$ cat src/rtl/core/tapid_pkg.sv
package tapid_pkg;

    // Q8.24 thresholds, rounded to nearest
    localparam logic signed [31:0] SETTLE_ATT  = 32'sd167772;
    localparam logic signed [31:0] SETTLE_RATE = 32'sd671089;
    localparam logic signed [31:0] CLAMP_ATT   = 32'sd2852127;
    localparam logic signed [31:0] CLAMP_INT   = 32'sd167772;
    localparam logic signed [31:0] CLAMP_RATE  = 32'sd167772160;
    localparam logic [30:0]        LIMIT_RESET = 31'd16777;

    localparam logic [2:0] CFG_GAIN_P = 3'd0;
    localparam logic [2:0] CFG_GAIN_I = 3'd1;
    localparam logic [2:0] CFG_GAIN_D = 3'd2;
    localparam logic [2:0] CFG_ROW_A  = 3'd3;
    localparam logic [2:0] CFG_ROW_B  = 3'd4;
    localparam logic [2:0] CFG_ROW_C  = 3'd5;
    localparam logic [2:0] CFG_LIMIT  = 3'd6;

    typedef enum logic [3:0] {
        OP_NONE, OP_LOAD, OP_PREP, OP_MUL, OP_MAX,
        OP_DIV_INIT, OP_DIV_STEP, OP_DIV_END, OP_OUT
    } t_op;

    typedef struct packed {
        t_op        op;
        logic       align;
        logic [1:0] grp;
        logic [1:0] term;
        logic [1:0] lane;
        logic [4:0] bitn;
    } t_cmd;

    typedef struct packed {
        logic scaled;
    } t_stat;

    typedef enum logic [3:0] {
        S_IDLE, S_PREP, S_PID, S_PWAIT, S_ALN, S_AWAIT, S_MAX,
        S_DINIT, S_DSTEP, S_DEND, S_OUT
    } t_state;

    function automatic logic signed [31:0] sat32(input logic signed [55:0] v);
        if (v > 56'sd2147483647)
            sat32 = 32'sh7FFFFFFF;
        else if (v < -56'sd2147483648)
            sat32 = 32'sh80000000;
        else
            sat32 = v[31:0];
    endfunction

endpackage

$ cat src/rtl/core/tapid_ctrl.sv
module tapid_ctrl (
    input  logic            i_clk,
    input  logic            i_rst_n,
    input  logic            i_in_valid,
    input  logic            i_out_stall,
    input  tapid_pkg::t_stat i_stat,
    output tapid_pkg::t_cmd  o_cmd,
    output logic            o_in_stall,
    output logic            o_out_valid
);
    import tapid_pkg::*;

    t_state r_state, n_state;
    logic [1:0] r_grp, n_grp, r_term, n_term, r_lane, n_lane;
    logic [4:0] r_bit, n_bit;
    logic       r_wait, n_wait;
    logic       r_ovalid, n_ovalid;

    always_ff @(posedge i_clk) begin
        if (!i_rst_n) begin
            r_state  <= S_IDLE;
            r_grp    <= '0;
            r_term   <= '0;
            r_lane   <= '0;
            r_bit    <= '0;
            r_wait   <= 1'b0;
            r_ovalid <= 1'b0;
        end else begin
            r_state  <= n_state;
            r_grp    <= n_grp;
            r_term   <= n_term;
            r_lane   <= n_lane;
            r_bit    <= n_bit;
            r_wait   <= n_wait;
            r_ovalid <= n_ovalid;
        end
    end

    always_comb begin
        n_state  = r_state;
        n_grp    = r_grp;
        n_term   = r_term;
        n_lane   = r_lane;
        n_bit    = r_bit;
        n_wait   = r_wait;
        n_ovalid = r_ovalid && i_out_stall;
        o_cmd    = '{op: OP_NONE, default: '0};
        o_cmd.grp   = r_grp;
        o_cmd.term  = r_term;
        o_cmd.lane  = r_lane;
        o_cmd.bitn  = r_bit;
        case (r_state)
            S_IDLE: begin
                if (i_in_valid) begin
                    o_cmd.op = OP_LOAD;
                    n_state  = S_PREP;
                end
            end
            S_PREP: begin
                o_cmd.op = OP_PREP;
                n_grp    = '0;
                n_term   = '0;
                n_state  = S_PID;
            end
            S_PID, S_ALN: begin
                o_cmd.op    = OP_MUL;
                o_cmd.align = (r_state == S_ALN);
                if (r_term == 2'd2) begin
                    n_term = '0;
                    if (r_grp == 2'd2) begin
                        n_grp   = '0;
                        n_wait  = 1'b0;
                        n_state = (r_state == S_PID) ? S_PWAIT : S_AWAIT;
                    end else begin
                        n_grp = r_grp + 2'd1;
                    end
                end else begin
                    n_term = r_term + 2'd1;
                end
            end
            S_PWAIT, S_AWAIT: begin
                // let the last product drain through the accumulator
                n_wait = 1'b1;
                if (r_wait)
                    n_state = (r_state == S_PWAIT) ? S_ALN : S_MAX;
            end
            S_MAX: begin
                o_cmd.op = OP_MAX;
                n_lane   = '0;
                n_state  = S_DINIT;
            end
            S_DINIT: begin
                if (i_stat.scaled) begin
                    o_cmd.op = OP_DIV_INIT;
                    n_bit    = 5'd30;
                    n_state  = S_DSTEP;
                end else begin
                    n_state = S_OUT;
                end
            end
            S_DSTEP: begin
                o_cmd.op = OP_DIV_STEP;
                if (r_bit == 5'd0)
                    n_state = S_DEND;
                else
                    n_bit = r_bit - 5'd1;
            end
            S_DEND: begin
                o_cmd.op = OP_DIV_END;
                if (r_lane == 2'd2) begin
                    n_state = S_OUT;
                end else begin
                    n_lane  = r_lane + 2'd1;
                    n_state = S_DINIT;
                end
            end
            S_OUT: begin
                if (!r_ovalid || !i_out_stall) begin
                    o_cmd.op = OP_OUT;
                    n_ovalid = 1'b1;
                    n_state  = S_IDLE;
                end
            end
            default: n_state = S_IDLE;
        endcase
    end

    assign o_in_stall  = (r_state != S_IDLE);
    assign o_out_valid = r_ovalid;

endmodule

$ cat config.mk
export PLATFORM = sky130hd
export DESIGN_NAME = tapid_ctrl
export DESIGN_NICKNAME = d
export VERILOG_FILES = /design/src/rtl/core/tapid_pkg.sv /design/src/rtl/core/tapid_ctrl.sv
export SDC_FILE = /design/constraint.sdc
export NUM_CORES = 1
export LEC_CHECK = 0
export ABC_AREA = 0
export BUFFER_PORTS_ARGS = -buffer_cell sky130_fd_sc_hd__buf_2
export CAP_MARGIN = 40
export CORE_ASPECT_RATIO = 1.4
export CORE_MARGIN = 4
export CORE_UTILIZATION = 40
export CTS_BUF_LIST = sky130_fd_sc_hd__clkbuf_8 sky130_fd_sc_hd__clkbuf_16
export DETAILED_ROUTE_END_ITERATION = 7
export PLACE_DENSITY = 0.59
export SYNTH_ARGS = -nofsm -noshare
export SYNTH_HDL_FRONTEND = slang
export SYNTH_SLANG_ARGS = --single-unit
$ cat constraint.sdc
create_clock -name i_clk -period 4.9 [get_ports i_clk]
set_clock_uncertainty 0.1 [all_clocks]
set_input_delay 0.98 -clock i_clk [delete_from_list [all_inputs] [get_ports i_clk]]
set_output_delay 0.98 -clock i_clk [all_outputs]
set_load 0.02 [all_outputs]
==> flow_summary_export.csv, run 1 <==
group,metric,value,unit
outcome,status,"finished clean",
power_and_ir_drop,p_per_area,396,mW/mm^2
clock_network,path_clk_slew,60,ps
routing,dr_total_vias,1115,
timing,hold_ws,380,ps
grt,gr-usage-met1,17.6,%
synthesis,syn_area_per_cell,7.94,um^2
timing,timing.final.crit_share,61.8,%
synthesis,yosysTopAreaCell,"dfxtp_1",
floorplan,rows,23,
grt,busiest_layer,"met2",
critical_path,crit_arrival,1950,ps
synthesis,yosysSeqAreaShare,28.8,%
timing,tns,0,ps
grt,overflow,0,
synthesis,synth_flop_cell,"dfxtp_1",
clock_network,cts_setup_buffers,0,
final_layout,nFillCells,292,
clock_network,cts_resized,0,
clock_network,ctsHoldBuffers,0,
critical_path,start_kind,"register",
routing,via_per_inst,5.55,
routing,ant_nets,0,
final_layout,design_area,0.00133,mm^2
grt,gr-usage-met2,24.9,%
critical_path,crit_family,"flip-flops",
timing,finalHoldViolCount,0,
run,drv_cap,0,
timing,max_freq,330,MHz
synthesis,synth_common_cells,"dfxtp_1, nand2_1, a21oi_1",
min_path,hp-class,"reg2reg",
floorplan,core-area,0.00285,mm^2
power_and_ir_drop,peakVddDrop,0.000202,V
synthesis,ys_warn_count,0,
routing,routed_wl,2640,um
critical_path,cp_max_fo,30,
timing,finalSetupViolations,0,
synthesis,synth_top_area_share,28.8,%
routing,drt_iter0_markers,31,
placed_design,dp_hpwl,1870,um
clock_network,cts_sinks,17,
placed_design,portBuffers,22,
grt,grt_pass1_wl,4370,um
power_and_ir_drop,cellLeakagePower,0.506,nW
final_layout,n_antenna_cell,0,
critical_path,worstPathCellList,"nor2_1, xor2_1, o21ai_0, buf_2",
synthesis,synth_edf_count,0,
synthesis,syn-cell-area,0.00118,mm^2
critical_path,crit_slowest_cell,"dfxtp_1",
critical_path,cp.required,3820,ps
floorplan,die_h,72.4,um
routing,dr.pass1.iters,4,
clock_network,cts_buffers,3,
placed_design,dpl_cell_area,0.00128,mm^2
routing,wire_per_inst,13.2,um
grt,grt_max_degree,31,
final_layout,drive_above_1_share,18.3,%
clock_network,cts_buffer_depth,2,
final_layout,syn_to_final_growth,12.4,%
floorplan,ios,23,
routing,route.detailed.drc,0,
timing,layout_min_cycle_time,3030,ps
synthesis,ys_ff_latch,17,
critical_path,crit_type,"reg2out",
floorplan,die_w,54.0,um
timing,worst_slack,1870,ps
grt,grt_pass1_vias,989,
critical_path,end_kind,"output pin",
final_layout,layout.nets,172,
timing,rsz0062_at_grt,"no",
clock_network,cts_max_level,1,
synthesis,syn_nets,156,
timing,worst_pin_slew,890,ps
synthesis,async_flop_share,0,%
synthesis,synth_cell_types,46,
placed_design,dp_slack,2100,ps
clock_network,root_buffer,"clkbuf_8",
grt,gr-usage-all-layers,14.9,%
floorplan,die-area,0.00391,mm^2
synthesis,synthTopCellsByArea,"dfxtp_1, a21oi_1, nand2_1",
critical_path,crit_buf_inv,1,
placed_design,place.gp.congestion,0.770,
grt,antenna_found_initial,0,
critical_path,slowest_delay,900,ps
clock_network,cts_tree,"yes",
floorplan,start_util,41.5,%
grt,grtUsageMet3,2.67,%
timing,slew_headroom,40.6,%
synthesis,postSynthCellCount,149,
timing,final_max_slew_viol_count,0,
clock_network,clk_latency,250,ps
-- per-layer routing --
layer,up-vias,part of all wire [%]
met1,520,48
met5,-,0
met3,5,2.7
met2,17,47
li1,573,-
met4,0,2.5
-- where the power goes --
part / switching, mW / internal (mW) / total, mW
clock: 0.0480 / 0.0557 / 0.104
combinational: 0.109 / 0.0961 / 0.205
sequential: 0.0641 / 0.154 / 0.218
-- state kept, by name (all words and copies together) (netlist names) --
name	count
o_out_valid	1
r_bit	5
r_grp	2
r_lane	2
r_state	4
r_term	2
r_wait	1
-- metrics by stage --
stage,util [%],cells,power [mW]
floorplan,-,149,0.383
detailed placement,45.1,197,0.426
finish,46.7,201,0.526
CTS,46.7,201,0.530
global placement,45.1,197,0.423
global route,46.7,201,0.566
-- final cells by class --
type | instances | area [um^2] | area share, %
multi-input cells | 115 | 766 | 57.6
inverters | 6 | 22.5 | 1.69
clock inverters | 1 | 3.75 | 0.282
well taps | 37 | 46.3 | 3.48
clock buffers | 3 | 41.3 | 3.10
flip-flops and latches | 17 | 340 | 25.6
repair buffers | 22 | 110 | 8.28
-- path summary, 6_finish.rpt --
path,cells after the start,slack [ps],from,to
worst max-delay path,4,1870,r_state[0],o_cmd[13]
worst min-delay path,2,380,r_lane[0],r_lane[0]
worst max register to register,4,2760,r_state[3],r_bit[3]
worst min register to register,2,380,r_lane[0],r_lane[0]
-- worst min-delay path, delay by kind of cell (launching register included) --
kind / cells / cell delay, ps
AND/OR/NAND/NOR: 1 / 60
AO/OA/AOI/OAI: 1 / 50
flip-flops: 1 / 320
-- cell usage in the layout (no fill, tap or decap), drive strengths merged, types with 2 or more instances in the layout --
master and instances:
nand4bb 3, nor2 9, nand3 3, o21bai 3, dfxtp 17, ha 2
mux2i 4, nand2b 4, nor4b 4, buf 22, o21ai 8, o31ai 2
clkbuf 3, o31a 4, nor3 5, nand2 17, o21a 3, nand3b 2
nor2b 3, and2 3, nor4bb 3, inv 7, a21oi 13
-- logic make-up (layout without fill, tap and decap cells) --
| family | after synthesis | count (layout) | share of synthesized area [%] |
|---|---|---|---|
| flops | 17 | 17 | 28.8 |
| compound gates | 42 | 42 | 23.6 |
| mux | 5 | 5 | 4.33 |
| xor+xnor | 2 | 2 | 1.48 |
| buf+inv | 17 | 32 | 6.55 |
| simple gates | 64 | 64 | 33.2 |
| fa+ha+maj | 2 | 2 | 2.11 |
(Power assumes the default switching activity.)
==> inputs of run 2 (changes only) <==
==> constraint.sdc (replaced) <==
create_clock -name i_clk -period 3 [get_ports i_clk]
set_clock_uncertainty 0.1 [all_clocks]
set_input_delay 0.6 -clock i_clk [delete_from_list [all_inputs] [get_ports i_clk]]
set_output_delay 0.6 -clock i_clk [all_outputs]
set_load 0.02 [all_outputs]
==> flow_summary_export.csv, run 2 (same netlist as run 1, synthesis figures left out) <==
group,metric,value,unit
clock_network,cts_sinks,17,
timing,max_freq,415,MHz
final_layout,design_area,0.00135,mm^2
grt,grt_pass1_vias,1016,
placed_design,portBuffers,22,
routing,wl_met3,122,um
routing,via_per_inst,5.68,
floorplan,rows,23,
clock_network,ctsHoldBuffers,0,
timing,finalSetupViolations,0,
routing,dr_total_vias,1158,
placed_design,dpl_cell_area,0.00131,mm^2
placed_design,place.gp.congestion,0.832,
floorplan,die_h,72.4,um
final_layout,drive_above_1_share,19.8,%
clock_network,cts_buffer_depth,2,
clock_network,cts_setup_buffers,0,
critical_path,start_kind,"register",
floorplan,core-area,0.00285,mm^2
critical_path,crit_type,"reg2out",
timing,final_max_slew_viol_count,0,
timing,finalHoldViolCount,0,
min_path,hp-class,"reg2reg",
critical_path,cp_max_fo,21,
power_and_ir_drop,combPwrFrac,47.2,%
clock_network,cts_resized,0,
floorplan,ios,23,
timing,timing.final.crit_share,80.3,%
grt,grt_pass1_wl,4630,um
timing,tns,0,ps
final_layout,syn_to_final_growth,14.3,%
final_layout,layout.nets,175,
final_layout,largest_reg_flops,5,
grt,overflow,0,
timing,worst_pin_slew,649,ps
power_and_ir_drop,internal_power,0.514,mW
power_and_ir_drop,swShare,41.6,%
clock_network,cts_buffers,3,
routing,ant_nets,0,
critical_path,end_kind,"output pin",
routing,drt_iter0_markers,27,
run,drv_cap,0,
grt,antenna_found_initial,0,
power_and_ir_drop,p_per_area,651,mW/mm^2
timing,rsz0062_at_grt,"no",
timing,layout_min_cycle_time,2410,ps
power_and_ir_drop,peakVddDrop,0.000490,V
floorplan,die-area,0.00391,mm^2
routing,wire_per_inst,13.5,um
final_layout,reg_top3,"r_bit (5), r_state (4)",
power_and_ir_drop,clock_power_share,19.2,%
power_and_ir_drop,power_frac_seq,33.6,%
routing,wl_met1,1160,um
critical_path,cp.required,2300,ps
power_and_ir_drop,power_switching,0.366,mW
grt,grt_max_degree,24,
final_layout,top_register,"r_bit",
grt,gr-usage-all-layers,15.5,%
final_layout,mostFrequentLayoutCells,"buf_2, nand2_1, dfxtp_1",
clock_network,root_buffer,"clkbuf_8",
final_layout,layout_commonest_cell,"buf_2",
clock_network,cts_tree,"yes",
floorplan,die_w,54.0,um
routing,route.detailed.drc,0,
placed_design,dp_hpwl,2010,um
outcome,status,"finished clean",
final_layout,n_antenna_cell,0,
routing,maxUsedRoutingLayer,"met4",
clock_network,path_clk_slew,70,ps
timing,slew_headroom,56.7,%
final_layout,utilization,47.5,%
clock_network,cts_max_level,1,
power_and_ir_drop,cellLeakagePower,0.522,nW
routing,met2WireLength,1440,um
critical_path,crit_arrival,1710,ps
floorplan,start_util,41.5,%
clock_network,clk_latency,250,ps
routing,routed_wl,2750,um
routing,dr.pass1.iters,4,
## run 2: final timing paths
path / slack [ps] / from / cells after the start / end
min reg2reg: 390 / r_wait / 2 / r_wait
max: 590 / r_state[3] / 4 / o_cmd[13]
max reg2reg: 890 / r_state[3] / 4 / r_bit[3]
min: 390 / r_wait / 2 / r_wait
## run 2: metrics by stage
step                total power [mW]  setup slack [ps]  hold WS (ps)  instances
floorplan                      0.625               683           356        149
global placement               0.709               954           363        200
detailed placement             0.715               899           380        200
CTS                            0.889               606           390        204
global route                   0.952               413           423        204
finish                         0.880               591           394        204
## run 2: final cells by class
cell class,count,area (um^2)
flip-flops and latches,17,340
clock inverters,1,3.75
repair buffers,25,133
fillers,281,1500
clock buffers,3,41.3
well taps,37,46.3
inverters,6,22.5
multi-input cells,115,766
## run 2: critical path, stage by stage, from the launching register on
cell	delay, ps
dfxtp_1	740
nor2_1	190
xor2_1	180
o21ai_0	160
buf_2	190
## run 2: routing by layer
metal / track usage (%) / vias up
met4: 5.82 / 0
met1: 19.0 / 546
met3: 2.26 / 4
met2: 26.5 / 27
met5: 0 / -
li1: - / 581
## run 2: power by group through the flow
stage | Combinational, mW | Clock, mW | Sequential, mW
after global routing | 0.462 | 0.188 | 0.302
after floorplan | 0.340 | 0 | 0.285
final | 0.415 | 0.169 | 0.296
after global placement | 0.410 | 0 | 0.299
after detailed placement | 0.415 | 0 | 0.301
after CTS | 0.417 | 0.176 | 0.296
==> inputs of run 3 (changes only) <==
--- a/config.mk
+++ b/config.mk
@@ -5,7 +5,7 @@
 export SDC_FILE = /design/constraint.sdc
 export NUM_CORES = 1
 export LEC_CHECK = 0
-export ABC_AREA = 0
+export ABC_AREA = 1
 export BUFFER_PORTS_ARGS = -buffer_cell sky130_fd_sc_hd__buf_2
 export CAP_MARGIN = 40
 export CORE_ASPECT_RATIO = 1.4
@@ -13,7 +13,7 @@
 export CORE_UTILIZATION = 40
 export CTS_BUF_LIST = sky130_fd_sc_hd__clkbuf_8 sky130_fd_sc_hd__clkbuf_16
 export DETAILED_ROUTE_END_ITERATION = 7
-export PLACE_DENSITY = 0.59
+export PLACE_DENSITY = 0.62
 export SYNTH_ARGS = -nofsm -noshare
 export SYNTH_HDL_FRONTEND = slang
 export SYNTH_SLANG_ARGS = --single-unit
==> constraint.sdc (replaced) <==
create_clock -name i_clk -period 2.1 [get_ports i_clk]
set_clock_uncertainty 0.1 [all_clocks]
set_input_delay 0.42 -clock i_clk [delete_from_list [all_inputs] [get_ports i_clk]]
set_output_delay 0.42 -clock i_clk [all_outputs]
set_load 0.02 [all_outputs]
==> flow_summary_export.csv, run 3 <==
group,metric,value,unit
grt,grt_max_degree,13,
critical_path,startpoint,"r_state[1]",
synthesis,yosysMostFrequentCell,"nand2_1",
min_path,min_path_cells,3,
timing,max_freq,499,MHz
timing,layout_min_cycle_time,2000,ps
synthesis,postSynthCellCount,165,
synthesis,synth_cell_types,23,
synthesis,syn-cell-area,0.00103,mm^2
timing,tns,0,ps
power_and_ir_drop,swShare,46.9,%
critical_path,reg2reg_setup_slack,510,ps
routing,ant_nets,0,
power_and_ir_drop,clock_power_share,18.2,%
final_layout,multi_input_area,588,um^2
floorplan,ios,23,
synthesis,ys_ff_latch,17,
synthesis,yosysTopAreaCell,"dfxtp_1",
final_layout,drive_above_1_share,24.2,%
critical_path,r2r-end,"r_state[2]",
clock_network,root_buffer,"clkbuf_8",
synthesis,synth_flop_cell,"dfxtp_1",
timing,hold_ws,329,ps
power_and_ir_drop,power_switching,0.636,mW
critical_path,end_kind,"output pin",
final_layout,top_register,"r_bit",
synthesis,syn_area_per_cell,6.24,um^2
critical_path,cp.required,1580,ps
critical_path,crit_type,"reg2out",
power_and_ir_drop,combPwrFrac,49.8,%
synthesis,yosysSeqAreaShare,33.0,%
final_layout,n_antenna_cell,0,
synthesis,synth_edf_count,0,
floorplan,die_h,68.0,um
synthesis,async_flop_share,0,%
final_layout,utilization,50.8,%
clock_network,cts_max_level,1,
timing,worst_slack,97.4,ps
synthesis,ys_warn_count,0,
routing,via_per_inst,4.96,
final_layout,layout_commonest_cell,"nand2_1",
final_layout,reg_top3,"r_bit (5), r_state (4)",
final_layout,seq_area,343,um^2
grt,antenna_found_initial,0,
timing,worst_pin_slew,416,ps
power_and_ir_drop,power,1.36,mW
synthesis,syn_nets,172,
routing,route.detailed.drc,0,
routing,routed_wl,2530,um
placed_design,dp_hpwl,2110,um
critical_path,cp_max_fo,7,
power_and_ir_drop,power_frac_seq,32.0,%
critical_path,timing.rr.start,"r_bit[0]",
power_and_ir_drop,peakVddDrop,0.000480,V
floorplan,die-area,0.00346,mm^2
critical_path,start_kind,"register",
placed_design,dp_slack,320,ps
final_layout,syn_to_final_growth,19.2,%
placed_design,place.gp.congestion,0.932,
clock_network,clk_latency,250,ps
floorplan,core-area,0.00242,mm^2
critical_path,ff2ff_path_depth,9,
timing,slew_headroom,72.2,%
synthesis,synth_common_cells,"nand2_1, inv_1, nor2_1",
clock_network,cts_buffer_depth,2,
power_and_ir_drop,cellLeakagePower,0.600,nW
floorplan,start_util,42.6,%
outcome,status,"finished clean",
clock_network,cts_setup_buffers,0,
critical_path,crit_arrival,1480,ps
timing,rsz0062_at_grt,"no",
routing,dr.pass1.iters,4,
timing,final_max_slew_viol_count,0,
run,drv_cap,0,
synthesis,synthTopCellsByArea,"dfxtp_1, nand2_1, a21oi_1",
timing,finalHoldViolCount,0,
routing,drt_iter0_markers,28,
synthesis,synth_top_area_share,33.0,%
final_layout,largest_reg_flops,5,
min_path,hp-class,"in2reg",
power_and_ir_drop,internal_power,0.720,mW
grt,gr-usage-all-layers,16.1,%
final_layout,layout.nets,198,
min_path,whs_endpoint,"o_out_valid",
timing,finalSetupViolations,0,
clock_network,cts_sinks,17,
power_and_ir_drop,p_per_area,1100,mW/mm^2
floorplan,rows,21,
routing,wire_per_inst,11.3,um
final_layout,nFillCells,283,
grt,grt_pass1_wl,4280,um
placed_design,portBuffers,22,
final_layout,mostFrequentLayoutCells,"nand2_1, buf_2, inv_1",
grt,overflow,0,
timing,timing.final.crit_share,95.4,%
routing,dr_total_vias,1112,
min_path,hp-start,"i_out_stall",
grt,grt_pass1_vias,1078,
clock_network,cts_buffers,3,
clock_network,cts_tree,"yes",
floorplan,die_w,50.9,um
clock_network,path_clk_slew,70,ps
run 3: cell types whose count changed after synthesis, sizes merged, moves of 4 or more:
cell    delta
a21oi      +4
buf        -8
inv       +20
mux2i      -4
nand2     +28
nand2b     -4
nand3      +8
nor2      +16
nor4b      -4
o31a       -4
run 3: logic make-up after synthesis:
logic type      after synthesis  synth area share, %
compound gates               30                 15.1
xor+xnor                      1                0.851
fa+ha+maj                     2                 2.43
buf+inv                      27                 9.84
flops                        17                 33.1
simple gates                 88                 38.8
run 3: worst max path at each step:
stage          slack [ps]        end
6_report              100  o_cmd[12]
5_1_grt                20  o_cmd[12]
4_1_cts                40  o_cmd[12]
3_5_place_dp          320  o_cmd[12]
3_3_place_gp          380  o_cmd[12]
2_1_floorplan         440  o_cmd[12]
run 3: stage by stage:
stage | instances | instance area [um^2]
detailed placement | 220 | 1180
global placement | 220 | 1180
global route | 224 | 1230
floorplan | 165 | 1030
finish | 224 | 1230
CTS | 224 | 1220
run 3: final cells by class:
| class | count | area share, % |
|---|---|---|
| clock buffer | 3 | 3.36 |
| clock inverter | 1 | 0.408 |
| inverter | 26 | 7.95 |
| multi-input combinational | 121 | 47.9 |
| sequential | 17 | 27.9 |
| tap | 34 | 3.47 |
| timing repair buffer | 22 | 8.97 |
run 3: per-layer routing:
| metal | global-route usage, % | share of wire [%] | wire length, um |
|---|---|---|---|
| met3 | 3.05 | 3.9 | 99 |
| met2 | 29.9 | 50 | 1270 |
| met5 | 0 | 0 | 0 |
| met4 | 8.75 | 3.6 | 92 |
| met1 | 17.1 | 42 | 1070 |
run 3: critical path: stages, from the launching register on:
cell	delay [ps]
dfxtp_2	360
nor2_1	220
nand2_1	120
nand2_2	170
inv_2	60
o2111ai_1	100
buf_2	200
run 3: timing repair:
| action | in CTS | in global routing |
|---|---|---|
| resized for setup | 0 | 2 |
| endpoints found under the setup margin | 0 | 2 |
| hold buffers | 0 | 0 |
run 3: power by group through the flow:
stage | Clock, mW | Combinational [mW] | Sequential, mW
floorplan | 0 | 0.477 | 0.456
global placement | 0 | 0.665 | 0.433
detailed placement | 0 | 0.672 | 0.436
CTS | 0.250 | 0.676 | 0.430
global route | 0.264 | 0.752 | 0.442
finish | 0.246 | 0.676 | 0.434
